$ cat src/c3r_pkg.sv
// ----------------------------------------------------------------------------
// c3r_pkg: shared types and constants
// Constants, request codes and the command format passed from the front end
// to the compute back end of the 3x3 convolution engine.
// ----------------------------------------------------------------------------
package c3r_pkg;

   localparam int DEF_MAX_WIDTH = 16;
   localparam int DEF_MAX_CIN   = 8;
   localparam int DEF_MAX_COUT  = 16;

   localparam int Q_SHIFT    = 11;
   localparam int SAT_HIGH   = 32767;
   localparam int KSIZE      = 3;
   localparam int MAX_HEIGHT = 1024;

   localparam int QUEUE_DEPTH = 4;

   // Command field widths cover the whole parameter range.
   localparam int CMD_ADDR_W = 16;
   localparam int CMD_COL_W  = 6;
   localparam int CMD_CNT_W  = 7;

   // Configuration register indexes.
   localparam logic [1:0] CSR_IN_HEIGHT    = 2'd0;
   localparam logic [1:0] CSR_IN_WIDTH     = 2'd1;
   localparam logic [1:0] CSR_IN_CHANNELS  = 2'd2;
   localparam logic [1:0] CSR_OUT_CHANNELS = 2'd3;

   typedef enum logic [1:0] {
      REQ_KERNEL = 2'd0,
      REQ_BIAS   = 2'd1,
      REQ_ACT    = 2'd2
   } req_kind_type;

   typedef struct packed {
      req_kind_type           kind;
      logic [CMD_ADDR_W-1:0]  addr;
      logic signed [15:0]     value;
      logic                   fire;
      logic                   frame_end;
      logic [1:0]             rmod;
      logic [9:0]             row;
      logic [CMD_COL_W-1:0]   col;
      logic [CMD_CNT_W-1:0]   cin;
      logic [CMD_CNT_W-1:0]   cout;
   } cmd_type;

   function automatic int clamp_int(input int v, input int lo, input int hi);
      int r;
      r = v;
      if (v < lo) r = lo;
      if (v > hi) r = hi;
      return r;
   endfunction

endpackage

$ cat src/c3r_queue.sv
// ----------------------------------------------------------------------------
// c3r_queue: command queue
// A short first-in first-out buffer between the front end and the back end.
// ----------------------------------------------------------------------------
module c3r_queue (
   input  logic             clock,
   input  logic             reset,
   input  logic             push,
   input  c3r_pkg::cmd_type push_data,
   output logic             full,
   input  logic             pop,
   output c3r_pkg::cmd_type head,
   output logic             empty
);
   import c3r_pkg::*;

   localparam int PTR_W = $clog2(QUEUE_DEPTH);
   localparam int CNT_W = $clog2(QUEUE_DEPTH + 1);

   cmd_type           entry_ff [QUEUE_DEPTH];
   logic [PTR_W-1:0]  wr_ff;
   logic [PTR_W-1:0]  rd_ff;
   logic [CNT_W-1:0]  count_ff;
   logic              do_push;
   logic              do_pop;

   assign full    = (count_ff == CNT_W'(QUEUE_DEPTH));
   assign empty   = (count_ff == '0);
   assign head    = entry_ff[rd_ff];
   assign do_push = push && !full;
   assign do_pop  = pop && !empty;

   always_ff @(posedge clock) begin
      if (do_push) begin
         entry_ff[wr_ff] <= push_data;
      end
   end

   always_ff @(posedge clock) begin
      if (reset) begin
         wr_ff    <= '0;
         rd_ff    <= '0;
         count_ff <= '0;
      end else begin
         if (do_push) wr_ff <= wr_ff + PTR_W'(1);
         if (do_pop) rd_ff <= rd_ff + PTR_W'(1);
         if (do_push && !do_pop) count_ff <= count_ff + CNT_W'(1);
         else if (do_pop && !do_push) count_ff <= count_ff - CNT_W'(1);
      end
   end

endmodule

$ cat config.mk
export PLATFORM = sky130hd
export DESIGN_NAME = c3r_queue
export DESIGN_NICKNAME = d
export VERILOG_FILES = /design/src/c3r_pkg.sv /design/src/c3r_queue.sv
export SDC_FILE = /design/constraint.sdc
export NUM_CORES = 1
export LEC_CHECK = 0
export ABC_AREA = 1
export ABC_CLOCK_PERIOD_IN_PS = 4000
export BUFFER_PORTS_ARGS = -buffer_cell sky130_fd_sc_hd__clkbuf_2
export CORE_MARGIN = 3
export CORE_UTILIZATION = 51
export DETAILED_ROUTE_END_ITERATION = 8
export PLACE_DENSITY = 0.75
export SLEW_MARGIN = 20
export SYNTH_ARGS = -nofsm -noshare
export SYNTH_HDL_FRONTEND = slang
export SYNTH_SLANG_ARGS = --single-unit
$ cat constraint.sdc
create_clock -name clock -period 4 [get_ports clock]
set_input_delay 0 -clock clock [delete_from_list [all_inputs] [get_ports clock]]
set_output_delay 0 -clock clock [all_outputs]
set_load 0.03 [all_outputs]
=== Word-level counts from Yosys, hierarchy flattened ===
Memory sizes are Yosys's and may differ from the RTL's. A register that Yosys moved wholly into a read port is not among the register bits.
Index checks and enable logic that the tools add are counted.

* Bits of input ports: 72
* Register bits after elaboration: 7
* RAM bits: 272
* Memories kept: 1

{| class="wikitable"
|+ Memory list
! memory !! depth !! bits a word !! read ports !! clocked after Yosys merged registers in !! write ports !! RTL line !! RTL
|-
| entry_ff || 4 || 68 || 1 || 1 || 1 || c3r_queue.sv:20 || <nowiki>cmd_type entry_ff [QUEUE_DEPTH];</nowiki>
|}

* Mux-type cells: 6
* $add $sub $neg: 4
* Eq/ne operators: 1
* Reductions and logical operators: 10

{| class="wikitable"
|+ Operators with widths
! cell !! count
|-
| 2-to-1 mux 3 bit || 2
|-
| adder 2 x 1 -> 2 bit (second input constant) || 2
|-
| logical AND 1 bit || 4
|-
| logical NOT 1 bit || 4
|-
| 2-to-1 mux 2 bit || 2
|-
| adder 3 x 1 -> 3 bit (second input constant) || 1
|-
| equality test 3 bit (second input constant) || 1
|-
| logical NOT 3 bit || 1
|-
| subtractor 3 x 1 -> 3 bit (second input constant) || 1
|-
| 2-to-1 mux 1 bit || 2
|-
| nonzero test 2 bit || 1
|}

=== Depth between registers and ports, before layout ===
* Depth in word-level cells: 7
* Gate-level depth with buffers: 13
* Mapped depth without buffers: 13

=== Worst setup path before layout ===
OpenSTA, ideal clock, no wires.

* Path type: register to register
* From: reg count_ff[0]
* To: mem entry_ff[0][0] (netlist name) (enable)
* Buffers on the path: 0
* Setup slack: 0.005 ns
* Arrival time: 3.501 ns
* Data required time: 3.506 ns
* Cell stages (with the launch flop): 5
* Period minus slack after synthesis: 3.995 ns
* Path through: dfxtp_1 nor2_1 nand2_1 nand2_1 nor2_1

* Cells in the longest elaborated chain, start to end: 5

{| class="wikitable"
|+ Ends and longest elaborated chain
! element !! RTL line !! RTL
|-
| from (decl) || c3r_queue.sv:23 || <nowiki>logic [CNT_W-1:0] count_ff;</nowiki>
|-
| from (signal assigned) || c3r_queue.sv:47 || <nowiki>if (do_push && !do_pop) count_ff <= count_ff + CNT_W'(1);</nowiki>
|-
| from (signal assigned) || c3r_queue.sv:48 || <nowiki>else if (do_pop && !do_push) count_ff <= count_ff - CNT_W'(1);</nowiki>
|-
| equality test 3 bit || c3r_queue.sv:27 || <nowiki>assign full = (count_ff == CNT_W'(QUEUE_DEPTH));</nowiki>
|-
| logical NOT 1 bit || c3r_queue.sv:30 || <nowiki>assign do_push = push && !full;</nowiki>
|-
| logical AND 1 bit || c3r_queue.sv:30 ||
|-
| 2-to-1 mux 1 bit || c3r_queue.sv:34 || <nowiki>if (do_push) begin</nowiki>
|-
| 2-to-1 mux 1 bit (implied by the code) || c3r_queue.sv:35 || <nowiki>entry_ff[wr_ff] <= push_data;</nowiki>
|-
| to (decl) || c3r_queue.sv:20 ||
|}

No other way between the ends.

==> flow_results.xml <==
<?xml version="1.0" encoding="UTF-8"?>
<metrics>
  <group name="clocking">
    <metric name="clkLatencyLatePin" unit="ns">0.53</metric>
    <metric name="cts_inserted_buffers" unit="">28</metric>
    <metric name="cts_post_setup_buffers_inserted" unit="">0</metric>
    <metric name="numClockSinks" unit="">281</metric>
    <metric name="tritoncts" unit="">built</metric>
    <metric name="ctsResizeCount" unit="">0</metric>
    <metric name="cts-hold-fix-buffers" unit="">72</metric>
    <metric name="clk_pin_slew_worst_paths" unit="ns">0.06</metric>
    <metric name="cts.htree.levels" unit="">1</metric>
    <metric name="clk_root_buffer_cell" unit="">sky130_fd_sc_hd__clkbuf_16</metric>
    <metric name="clock_tree.buffer_depth" unit="">3</metric>
  </group>
  <group name="floorplan">
    <metric name="height_of_the_die" unit="um">150</metric>
    <metric name="dieWidth" unit="um">150</metric>
    <metric name="starting_density_of_the_core" unit="%">53.0</metric>
    <metric name="number_of_i_o_pins" unit="">142</metric>
    <metric name="placement_rows" unit="">51</metric>
    <metric name="core_area" unit="mm2">0.0199</metric>
    <metric name="floorplan.die_area" unit="mm2">0.0224</metric>
  </group>
  <group name="setup_path">
    <metric name="critical_path_class" unit="">reg -&gt; out</metric>
    <metric name="setup.reg_to_reg.worst_slack" unit="ns">1.73</metric>
    <metric name="cp-start-kind" unit="">register</metric>
    <metric name="crit_path_max_fanout" unit="">86</metric>
    <metric name="timing.critical_path.arrival" unit="ns">2.78</metric>
    <metric name="crit_required" unit="ns">4.00</metric>
    <metric name="timing.critical_path.to_type" unit="">primary output</metric>
  </group>
  <group name="grt">
    <metric name="grt_usage" unit="%">18.8</metric>
    <metric name="grt_antenna_before_repair" unit="">2</metric>
    <metric name="first_global_vias" unit="">6544</metric>
    <metric name="globalRouteOverflowTotal" unit="">0</metric>
    <metric name="wire_length_of_the_first_global_routing_pass" unit="um">33300</metric>
    <metric name="largest_net_degree_at_the_start_of_global_routing" unit="">137</metric>
  </group>
  <group name="power">
    <metric name="worst_ir_drop_vdd" unit="mV">0.434</metric>
    <metric name="static-leakage-power" unit="nW">4.66</metric>
    <metric name="pwr_density_cell" unit="mW/mm2">649</metric>
  </group>
  <group name="synth">
    <metric name="syn_area" unit="mm2">0.0105</metric>
    <metric name="synth_cells" unit="">727</metric>
    <metric name="synthDistinctLibCells" unit="">21</metric>
    <metric name="synth-seq-cells" unit="">281</metric>
    <metric name="syn_nets" unit="">805</metric>
    <metric name="synth_edf_count" unit="">272</metric>
    <metric name="synthMostInstantiatedCell" unit="">sky130_fd_sc_hd__edfxtp_1</metric>
    <metric name="netlist.top_cell.by_area" unit="">sky130_fd_sc_hd__edfxtp_1</metric>
    <metric name="post_synthesis_sequential_area_ratio" unit="%">79.1</metric>
    <metric name="ys_warn_count" unit="">0</metric>
    <metric name="synthFlopType" unit="">sky130_fd_sc_hd__edfxtp_1</metric>
    <metric name="postSynthAreaPerCell" unit="um2">14.5</metric>
    <metric name="yosysTopAreaCellShare" unit="%">77.4</metric>
    <metric name="synth.cells.most_frequent" unit="">sky130_fd_sc_hd__edfxtp_1 (272), sky130_fd_sc_hd__nor2_1 (150), sky130_fd_sc_hd__o21ai_0 (132)</metric>
    <metric name="synth_async_sr_flop_share" unit="%">0</metric>
    <metric name="ys_top_cells_by_area" unit="">sky130_fd_sc_hd__edfxtp_1 (77%), sky130_fd_sc_hd__o21ai_0 (6.3%), sky130_fd_sc_hd__nor2_1 (5.3%)</metric>
  </group>
  <group name="run">
    <metric name="max_capacitance_violation_count" unit="">0</metric>
  </group>
  <group name="drt">
    <metric name="vias_after_detailed_routing" unit="">6600</metric>
    <metric name="remaining_antenna_violation_count_after_routing" unit="">0</metric>
    <metric name="drc" unit="">0</metric>
    <metric name="drt_iter0_markers" unit="">508</metric>
    <metric name="drt_pass1_iterations" unit="">6</metric>
    <metric name="drt_wl_total" unit="um">21600</metric>
    <metric name="route.detailed.wl_per_inst" unit="um">17.7</metric>
    <metric name="post_drt_via_cell_ratio" unit="">5.42</metric>
  </group>
  <group name="sta">
    <metric name="min_period_over_period" unit="%">69.4</metric>
    <metric name="fmax" unit="MHz">360</metric>
    <metric name="worst_pin_slew" unit="ns">0.934</metric>
    <metric name="period_needed" unit="ns">2.78</metric>
    <metric name="slew_violations" unit="">0</metric>
    <metric name="hold_violations" unit="">0</metric>
    <metric name="setup_viol" unit="">0</metric>
    <metric name="slew-limit-headroom" unit="%">37.7</metric>
    <metric name="timing.setup.tns" unit="ns">0</metric>
    <metric name="rsz0062_at_grt" unit="">no</metric>
    <metric name="fin_worst_skew" unit="ns">0.00861</metric>
  </group>
  <group name="worst_hold_path">
    <metric name="type_of_the_tightest_min_delay_check" unit="">in -&gt; reg</metric>
  </group>
  <group name="placed_design">
    <metric name="hpwl" unit="um">12000</metric>
    <metric name="post-place-cells" unit="">1099</metric>
    <metric name="routabilityCongestion" unit="">0.755</metric>
    <metric name="io_buffers" unit="">141</metric>
  </group>
  <group name="layout">
    <metric name="num-nets-final" unit="">1014</metric>
    <metric name="share_of_post_route_cells_with_drive_strength_above_1" unit="%">20.1</metric>
    <metric name="final_cell_count_no_fill" unit="">1217</metric>
    <metric name="area_delta_synth_final" unit="%">23.1</metric>
    <metric name="fill_cells" unit="">1404</metric>
  </group>
  <group name="outcome">
    <metric name="outcome" unit="">complete, no violations</metric>
  </group>
</metrics>
[final cells by class]
cell class                      instances  area, um2  share of cell area (%)
Multi-Input combinational cell        385       1890                    14.6
Clock buffer                           35        748                    5.76
Timing Repair Buffer                  222       1520                    11.7
Inverter                               18       72.6                   0.559
Sequential cell                       281       8350                    64.3
Antenna cell                            1       2.50                  0.0193
Clock inverter                         10       67.6                   0.520
Tap cell                              265        332                    2.55
[cells in the final DEF, fill, tap and decap left out, drive strengths merged]
| cell | instances |
|---|---|
| o21ai | 137 |
| dlygate4sd3 | 72 |
| clkbuf | 176 |
| nand3b | 1 |
| fa | 1 |
| bufinv | 1 |
| xor2 | 1 |
| dfxtp | 9 |
| o22ai | 68 |
| a21oi | 3 |
| inv | 18 |
| nand2 | 15 |
| ha | 5 |
| clkinv | 9 |
| diode | 1 |
| nand3 | 4 |
| buf | 9 |
| nor2 | 150 |
| edfxtp | 272 |
[through the flow]
step	utilization [%]	hold WS [ns]	total power (W)	setup WS, ns	area, um2
floorplan	-	0.0691	0.00542	0.00485	10500
global placement	57.5	0.219	0.00605	1.77	11400
detailed placement	57.5	0.219	0.00609	1.75	11400
CTS	65.2	0.217	0.00848	1.21	13000
global route	65.2	0.230	0.00881	1.03	13000
finish	65.2	0.235	0.00843	1.22	13000
[power by group]
part	internal, W	switching, W	total, W	leakage, nW
registers	0.00358	0.000121	0.00370	2.57
clock network	0.00137	0.000983	0.00235	0.400
logic	0.000626	0.00176	0.00238	1.69
[sequential cells by signal, summed over array words and instances (netlist names), named ones only]
signal / count
wr_ff: 2
count_ff: 3
rd_ff: 2
entry_ff: 272
[cell families after synthesis]
kind of cell	after synthesis	share of synthesized area [%]
buffers and inverters	61	3.18
AO/OA/AOI/OAI	208	10.7
adder cells (fa/ha/maj)	6	0.783
AND/OR/NAND/NOR	170	6.13
XOR/XNOR	1	0.0831
flip-flops	281	79.1
[critical path, stage by stage (launching register included)]
cell                       delay [ns]
sky130_fd_sc_hd__dfxtp_4         0.68
sky130_fd_sc_hd__buf_4           0.73
sky130_fd_sc_hd__o21ai_0         0.24
sky130_fd_sc_hd__o22ai_1         0.31
sky130_fd_sc_hd__clkbuf_2        0.26
[routing by layer]
| metal | vias up | wire [um] | track usage (%) |
|---|---|---|---|
| li1 | 3127 | - | - |
| met1 | 3179 | 9020 | 25.1 |
| met2 | 250 | 10300 | 31.3 |
| met3 | 44 | 1690 | 3.91 |
| met4 | 0 | 535 | 6.36 |
| met5 | - | 0 | 0 |
[final timing paths]
path                 start              end  depth (start not counted)
min          push_data[53]  entry_ff[3][53]                          2
min reg2reg       rd_ff[1]         register                          2
max reg2reg    count_ff[1]      count_ff[1]                          9
max               register         head[66]                          4
Note: power is estimated with default switching activity, not from simulation.
