===== src/c3r_pkg.sv =====
// ----------------------------------------------------------------------------
// c3r_pkg: shared types and constants
// Constants, request codes and the command format passed from the front end
// to the compute back end of the 3x3 convolution engine.
// ----------------------------------------------------------------------------
package c3r_pkg;

   localparam int DEF_MAX_WIDTH = 16;
   localparam int DEF_MAX_CIN   = 8;
   localparam int DEF_MAX_COUT  = 16;

   localparam int Q_SHIFT    = 11;
   localparam int SAT_HIGH   = 32767;
   localparam int KSIZE      = 3;
   localparam int MAX_HEIGHT = 1024;

   localparam int QUEUE_DEPTH = 4;

   // Command field widths cover the whole parameter range.
   localparam int CMD_ADDR_W = 16;
   localparam int CMD_COL_W  = 6;
   localparam int CMD_CNT_W  = 7;

   // Configuration register indexes.
   localparam logic [1:0] CSR_IN_HEIGHT    = 2'd0;
   localparam logic [1:0] CSR_IN_WIDTH     = 2'd1;
   localparam logic [1:0] CSR_IN_CHANNELS  = 2'd2;
   localparam logic [1:0] CSR_OUT_CHANNELS = 2'd3;

   typedef enum logic [1:0] {
      REQ_KERNEL = 2'd0,
      REQ_BIAS   = 2'd1,
      REQ_ACT    = 2'd2
   } req_kind_type;

   typedef struct packed {
      req_kind_type           kind;
      logic [CMD_ADDR_W-1:0]  addr;
      logic signed [15:0]     value;
      logic                   fire;
      logic                   frame_end;
      logic [1:0]             rmod;
      logic [9:0]             row;
      logic [CMD_COL_W-1:0]   col;
      logic [CMD_CNT_W-1:0]   cin;
      logic [CMD_CNT_W-1:0]   cout;
   } cmd_type;

   function automatic int clamp_int(input int v, input int lo, input int hi);
      int r;
      r = v;
      if (v < lo) r = lo;
      if (v > hi) r = hi;
      return r;
   endfunction

endpackage


===== src/c3r_front.sv =====
// ----------------------------------------------------------------------------
// c3r_front: request front end
// Takes request beats, holds the configuration and the frame position, and
// turns each useful request into a command for the back end.
// ----------------------------------------------------------------------------
module c3r_front #(
   parameter int MAX_WIDTH = 16,
   parameter int MAX_CIN   = 8,
   parameter int MAX_COUT  = 16
) (
   input  logic               clock,
   input  logic               reset,
   input  logic               req_valid,
   output logic               req_stall,
   input  logic [1:0]         req_type,
   input  logic [10:0]        req_address,
   input  logic signed [15:0] req_value,
   input  logic               csr_valid,
   output logic               csr_ready,
   input  logic [1:0]         csr_index,
   input  logic [10:0]        csr_data,
   output logic               q_push,
   output c3r_pkg::cmd_type   q_data,
   input  logic               q_full
);
   import c3r_pkg::*;

   localparam int COL_W  = $clog2(MAX_WIDTH);
   localparam int WID_W  = $clog2(MAX_WIDTH + 1);
   localparam int CI_W   = (MAX_CIN > 1) ? $clog2(MAX_CIN) : 1;
   localparam int CIN_W  = (MAX_CIN > 1) ? $clog2(MAX_CIN + 1) : 1;
   localparam int COUT_W = $clog2(MAX_COUT + 1);
   localparam int KDEPTH = MAX_COUT * KSIZE * KSIZE * MAX_CIN;
   localparam int W_RST  = clamp_int(13, 3, MAX_WIDTH);
   localparam int CI_RST = clamp_int(1, 1, MAX_CIN);
   localparam int CO_RST = clamp_int(8, 1, MAX_COUT);

   logic [10:0]       h_ff;
   logic [WID_W-1:0]  w_ff;
   logic [CIN_W-1:0]  cin_ff;
   logic [COUT_W-1:0] cout_ff;
   logic [9:0]        row_ff;
   logic [COL_W-1:0]  col_ff;
   logic [CI_W-1:0]   ch_ff;
   logic [1:0]        rmod_ff;

   logic        accept;
   logic        is_act;
   logic        ch_last;
   logic        col_last;
   logic        row_last;
   logic [10:0] h_in;
   logic [4:0]  w_raw;
   logic [3:0]  ci_raw;
   logic [4:0]  co_raw;

   assign req_stall = q_full;
   assign csr_ready = 1'b1;
   assign accept    = req_valid && !q_full;
   assign is_act    = (req_type == REQ_ACT);

   assign ch_last  = (CIN_W'(ch_ff) == cin_ff - CIN_W'(1));
   assign col_last = (WID_W'(col_ff) == w_ff - WID_W'(1));
   assign row_last = ({1'b0, row_ff} == h_ff - 11'd1);

   assign w_raw  = csr_data[4:0];
   assign ci_raw = csr_data[3:0];
   assign co_raw = csr_data[4:0];

   always_comb begin
      if (csr_data < 11'd3) begin
         h_in = 11'd3;
      end else if (int'(csr_data) > MAX_HEIGHT) begin
         h_in = 11'(MAX_HEIGHT);
      end else begin
         h_in = csr_data;
      end
   end

   always_comb begin
      q_data = '0;
      q_data.value = req_value;
      q_data.cin   = CMD_CNT_W'(cin_ff);
      q_data.cout  = CMD_CNT_W'(cout_ff);
      q_data.row   = row_ff;
      q_data.col   = CMD_COL_W'(col_ff);
      q_data.rmod  = rmod_ff;
      q_data.fire  = ch_last && (row_ff >= 10'd2) && (col_ff >= COL_W'(2));
      q_data.frame_end = row_last && col_last;
      q_push = 1'b0;
      q_data.kind = REQ_ACT;
      case (req_type)
         REQ_KERNEL: begin
            q_data.kind = REQ_KERNEL;
            q_data.addr = CMD_ADDR_W'(req_address);
            q_push = accept && (int'(req_address) < KDEPTH);
         end
         REQ_BIAS: begin
            q_data.kind = REQ_BIAS;
            q_data.addr = CMD_ADDR_W'(req_address);
            q_push = accept && (int'(req_address) < MAX_COUT);
         end
         REQ_ACT: begin
            q_data.addr = CMD_ADDR_W'((int'(rmod_ff) * MAX_WIDTH + int'(col_ff)) * MAX_CIN
                                      + int'(ch_ff));
            q_push = accept;
         end
         default: begin
            q_push = 1'b0;
         end
      endcase
   end

   always_ff @(posedge clock) begin
      if (reset) begin
         h_ff    <= 11'd62;
         w_ff    <= WID_W'(W_RST);
         cin_ff  <= CIN_W'(CI_RST);
         cout_ff <= COUT_W'(CO_RST);
         row_ff  <= '0;
         col_ff  <= '0;
         ch_ff   <= '0;
         rmod_ff <= '0;
      end else if (csr_valid) begin
         case (csr_index)
            CSR_IN_HEIGHT: h_ff <= h_in;
            CSR_IN_WIDTH: begin
               if (w_raw < 5'd3) w_ff <= WID_W'(3);
               else if (int'(w_raw) > MAX_WIDTH) w_ff <= WID_W'(MAX_WIDTH);
               else w_ff <= WID_W'(w_raw);
            end
            CSR_IN_CHANNELS: begin
               if (ci_raw == 4'd0) cin_ff <= CIN_W'(1);
               else if (int'(ci_raw) > MAX_CIN) cin_ff <= CIN_W'(MAX_CIN);
               else cin_ff <= CIN_W'(ci_raw);
            end
            default: begin
               if (co_raw == 5'd0) cout_ff <= COUT_W'(1);
               else if (int'(co_raw) > MAX_COUT) cout_ff <= COUT_W'(MAX_COUT);
               else cout_ff <= COUT_W'(co_raw);
            end
         endcase
         row_ff  <= '0;
         col_ff  <= '0;
         ch_ff   <= '0;
         rmod_ff <= '0;
      end else if (accept && is_act) begin
         if (ch_last) begin
            ch_ff <= '0;
            if (col_last) begin
               col_ff <= '0;
               if (row_last) begin
                  row_ff  <= '0;
                  rmod_ff <= '0;
               end else begin
                  row_ff  <= row_ff + 10'd1;
                  rmod_ff <= (rmod_ff == 2'd2) ? 2'd0 : rmod_ff + 2'd1;
               end
            end else begin
               col_ff <= col_ff + COL_W'(1);
            end
         end else begin
            ch_ff <= ch_ff + CI_W'(1);
         end
      end
   end

endmodule


===== config.mk =====
export PLATFORM = sky130hd
export DESIGN_NAME = c3r_front
export DESIGN_NICKNAME = d
export VERILOG_FILES = /design/src/c3r_pkg.sv /design/src/c3r_front.sv
export SDC_FILE = /design/constraint.sdc
export NUM_CORES = 1
export LEC_CHECK = 0
export ABC_AREA = 1
export BUFFER_PORTS_ARGS = -buffer_cell sky130_fd_sc_hd__buf_4
export CELL_PAD_IN_SITES_DETAIL_PLACEMENT = 0
export CELL_PAD_IN_SITES_GLOBAL_PLACEMENT = 1
export CORE_UTILIZATION = 36
export DETAILED_ROUTE_END_ITERATION = 10
export PLACE_DENSITY = 0.95
export SYNTH_ARGS = -nofsm -noshare
export SYNTH_HDL_FRONTEND = slang
export SYNTH_SLANG_ARGS = --single-unit

===== constraint.sdc =====
create_clock -name clock -period 4.2 [get_ports clock]
set_input_delay 0.84 -clock clock [delete_from_list [all_inputs] [get_ports clock]]
set_output_delay 0.84 -clock clock [all_outputs]
set_load 0.02 [all_outputs]

== Word level (Yosys, flattened, before mapping) ==
Cells that the tools add are included.

* Output and inout port bits: 71
* Flip-flop bits (word level): 44
* Logic and storage cells: 71

* Bitwise gates (word level): 1
* Reduce and logical (&&, ||, !) cells: 21
* Equal/unequal tests: 8
* Add/subtract/negate cells: 9
* Muxes and demuxes: 15
* Magnitude comparators: 9

{| class="wikitable"
|+ Operator list
! kind !! number
|-
| 11-bit two-way mux || 2
|-
| 11-bit case mux with 2 select lines || 1
|-
| 5-bit two-way mux || 3
|-
| 4-bit two-way mux || 3
|-
| 10-bit by 3-bit adder with 11-bit output || 1
|-
| 10-bit by 11-bit equality test with 1-bit output || 1
|-
| 11-bit greater-than comparator, second input constant || 1
|-
| 11-bit < comparator, second input constant || 1
|-
| 11-bit by 2-bit < comparator with 1-bit output, second input constant || 1
|-
| 11-bit by 5-bit < comparator with 1-bit output, second input constant || 1
|-
| 11-bit by 1-bit subtractor with 11-bit output, second input constant || 1
|-
| 10-bit by 1-bit adder with 10-bit output, second input constant || 1
|-
| 10-bit by 2-bit >= comparator with 1-bit output, second input constant || 1
|-
| 10-bit two-way mux || 1
|-
| 2-bit AND reduction || 5
|-
| 6-bit by 4-bit adder with 7-bit output || 1
|-
| 1-bit logical AND || 7
|-
| 2-bit equality test, second input constant || 3
|-
| 4-bit by 5-bit equality test with 1-bit output || 1
|-
| 5-bit greater-than comparator, second input constant || 1
|-
| 5-bit zero test || 1
|-
| 5-bit by 2-bit < comparator with 1-bit output, second input constant || 1
|-
| 5-bit by 1-bit subtractor with 5-bit output, second input constant || 1
|-
| 4-bit by 1-bit adder with 4-bit output, second input constant || 1
|-
| 18 further kinds || 22
|}

== Longest topological paths before layout ==
* Depth in word-level cells: 4
* Mapped depth: 15

== Worst setup path after synthesis ==
Ideal clock, no wire load.

* Path type: reg-to-output
* Start point: register cin_ff[0]
* End point: output q_data[33] in the netlist's numbering
* Slack: 1.507 ns
* Data required time: 3.360 ns
* Data arrival time: 1.853 ns
* Stages on the path, launching flop included: 8
* Cell sequence: dfxtp_1 > inv_2 > ha_1 > or2_0 > nand3_1 > nor2_1 > nand2_1 > a221oi_1

{| class="wikitable"
|+ RTL lines
! item !! line !! text
|-
| from (decl) || c3r_front.sv:40 || <nowiki>logic [CIN_W-1:0] cin_ff;</nowiki>
|-
| from (signal assigned) || c3r_front.sv:118 || <nowiki>cin_ff <= CIN_W'(CI_RST);</nowiki>
|-
| from (signal assigned) || c3r_front.sv:135 || <nowiki>else cin_ff <= CIN_W'(ci_raw);</nowiki>
|-
| to (decl) || c3r_front.sv:23 || <nowiki>output c3r_pkg::cmd_type q_data,</nowiki>
|}

==> flow_summary.yaml <==
pwr:
  seq_power_share_pct: 44.4
  p_leak_nw: 1.82
  pwr_density_cell_nw_per_um2: 262
  netSwitchingPower_mw: 0.258
  internal_power_mw: 0.722
  clock_power_share_pct: 39.3
  p_comb_share_pct: 16.3
  swShare_pct: 26.3
  ir_drop_mv: 0.152
clock_tree:
  cts_htree_levels: 2
  cts_sinks: 44
  clk_pin_slew_ns: 0.08
  cts_hold_buf: 0
  ctsResizeCount: 0
  cts_setup_buffers: 0
  insertion_delay_ns: 0.31
  cts_buffer_depth: 2
  root_buffer: "clkbuf_8"
  cts_tree: "yes"
  cts_buffers: 5
global_route:
  grt_max_degree: 19
  grt_use_met2_pct: 28.1
  grt_use_met3_pct: 2.84
  grt_pass1_wl_mm: 12.9
  grt_pass1_vias: 2839
  grt_usage_pct: 17.9
  gr-usage-met1_pct: 24.7
  top_usage_layer: "met2"
  overflow: 0
  grt_antenna_before_repair: 0
run_status:
  outcome: "finished clean"
setup_path:
  endpoint_kind: "output port"
  r2r-start: "cin_ff[1]"
  r2r_end: "row_ff[9]"
  crit_type: "reg -> out"
  r2r_setup_slack_ns: 2.11
  start_kind: "flip-flop"
  reg2reg_depth: 12
  cp.arrival_ns: 2.04
  cp.required_ns: 3.36
  cp_max_fo: 5
synthesis:
  syn_inst: 512
  syn_area_um2: 3160
  yosysWarnings: 0
  ys_ff_latch: 44
  synth-edff-count: 0
  yosys_most_used_dff: "dfxtp_1"
  syn_area_per_cell_um2: 6.18
  async_reset_ff_share_pct: 0
  ys_types: 40
  seq_area_frac_synth_pct: 27.8
final_layout:
  area_growth_pct: 18.3
  diodes: 0
  drive_gt1_share_pct: 17.8
  final_cells: 671
  fin_area_um2: 3740
  fin_nets: 621
  final_core_util_pct: 44.9
min_path:
  hold_path_end: "cout_ff[2]"
  worstHoldStart: "cout_ff[2]"
  min_path_cells: 2
  min_path_type: "reg -> reg"
sta:
  min_period_ns: 2.88
  rsz0062_at_grt: "no"
  tightest_slew_ns: 0.623
  slew_headroom_pct: 58.1
  clock_skew_ns: 0.0146
  finalHoldViolCount: 0
  max_freq_ghz: 0.347
  slew_violations: 0
  finalSetupViolCount: 0
  finalSetupTns_ns: 0
  finalCritPeriodShare_pct: 68.6
detailed_routing:
  via_per_inst: 4.72
  drcViolationCount: 0
  wirelength_mm: 7.77
  detail_route.wl_per_cell_um: 11.6
  num_vias: 3168
  dr.pass1.iters: 4
  drt_iter0_drc: 128
  ant_nets: 0
die:
  die_w_um: 95.7
  initial_core_util_pct: 37.9
  coreArea_um2: 8340
  io_pins: 118
  die_h_um: 95.7
  rows: 33
  die_area_um2: 9170
place:
  place_inst: 664
  gp_congestion: 0.899
  io_buffers: 72
  post-dp-hpwl_mm: 6.29
  dpl-instance-area_um2: 3610
run:
  drv_cap: 0
power by group through the flow:
stage,clock network [mW],logic [mW],registers [mW]
floorplan,0,0.129,0.446
global placement,0,0.158,0.444
detailed placement,0,0.160,0.444
CTS,0.394,0.161,0.435
global route,0.411,0.178,0.437
finish,0.385,0.160,0.435
flip-flops by register name, summed over array words and instances (netlist names):
name and flops:
h_ff 11, row_ff 10, cout_ff 5, w_ff 5, cin_ff 4, col_ff 4, ch_ff 3, rmod_ff 2
Yosys cell counts, drive strengths merged (3+ instances only):
master	n	area, um2
o21ai	16	80.1
nand3	35	185
o211ai	3	22.5
xor2	3	26.3
ha	8	100
inv	79	297
dfxtp	44	881
xnor2	3	26.3
buf	32	248
nor2	60	267
clkbuf	4	15.0
nand2	158	606
a211oi	3	22.5
a21oi	21	105
nor3	13	65.1
nor4	3	18.8
o22ai	7	43.8
critical path, cell delays in order, from the launching register on:
cell and delay [ns]:
dfxtp_1 0.37, inv_1 0.08, ha_1 0.30, inv_1 0.04, nand2_1 0.05, nand2_1 0.04
nor2_1 0.12, nand2_1 0.06, nor2_1 0.09, nand2_1 0.05, nor2_1 0.11, nand3_2 0.15
nor2_1 0.12, buf_4 0.15
cell families (layout without fill, tap and decap cells):
logic type | count (synthesis) | in the layout | synth area share [%]
AND/OR/NAND/NOR | 275 | 275 | 37.5
buffers and inverters | 116 | 159 | 17.8
AO/OA/AOI/OAI | 61 | 61 | 11.7
flip-flops | 44 | 44 | 27.8
adder cells (fa/ha/maj) | 8 | 8 | 3.16
XOR/XNOR | 6 | 6 | 1.66
other | 2 | 13 | 0.237
layout make-up:
| type | count | area (um2) |
|---|---|---|
| Sequential cell | 44 | 881 |
| Inverter | 80 | 300 |
| Multi-Input combinational cell | 363 | 1760 |
| Timing Repair Buffer | 72 | 541 |
| Fill cell | 878 | 4600 |
| Clock inverter | 2 | 60.1 |
| Clock buffer | 5 | 68.8 |
| Tap cell | 105 | 131 |
routing by layer:
layer	share of wire (%)	up-vias
met2	44	84
met5	0	-
met1	49	1386
li1	-	1690
met4	1.1	0
met3	5.9	8
cells in the final DEF, fill, tap and decap left out, types with 7 or more instances in the layout:
master	instances
nor2_1	53
o21ai_0	14
a21oi_1	21
nand3_1	33
inv_1	71
conb_1	13
dfxtp_1	44
buf_4	72
nor3_1	13
inv_2	8
ha_1	8
o22ai_1	7
nand2_1	155
metrics by stage:
stage          power, mW  worst slack (ns)  hold slack [ns]
6_report           0.979              1.32            0.480
5_1_grt             1.03              1.06            0.500
4_1_cts            0.990              1.29            0.476
3_5_place_dp       0.605              1.64            0.459
3_3_place_gp       0.603              1.69            0.454
2_1_floorplan      0.575              1.51            0.446
worst max path at each step:
stage                     slack [ns]      start  depth (start not counted)    endpoint
after floorplan                 1.51  cin_ff[0]                          7  q_data[33]
after global placement          1.69    h_ff[0]                         13  q_data[32]
after detailed placement        1.64    h_ff[0]                         13  q_data[32]
after CTS                       1.29    h_ff[0]                         13  q_data[32]
after global routing            1.06  cin_ff[1]                          8  q_data[33]
final                           1.32    h_ff[0]                         13  q_data[32]
(Power assumes the default switching activity.)
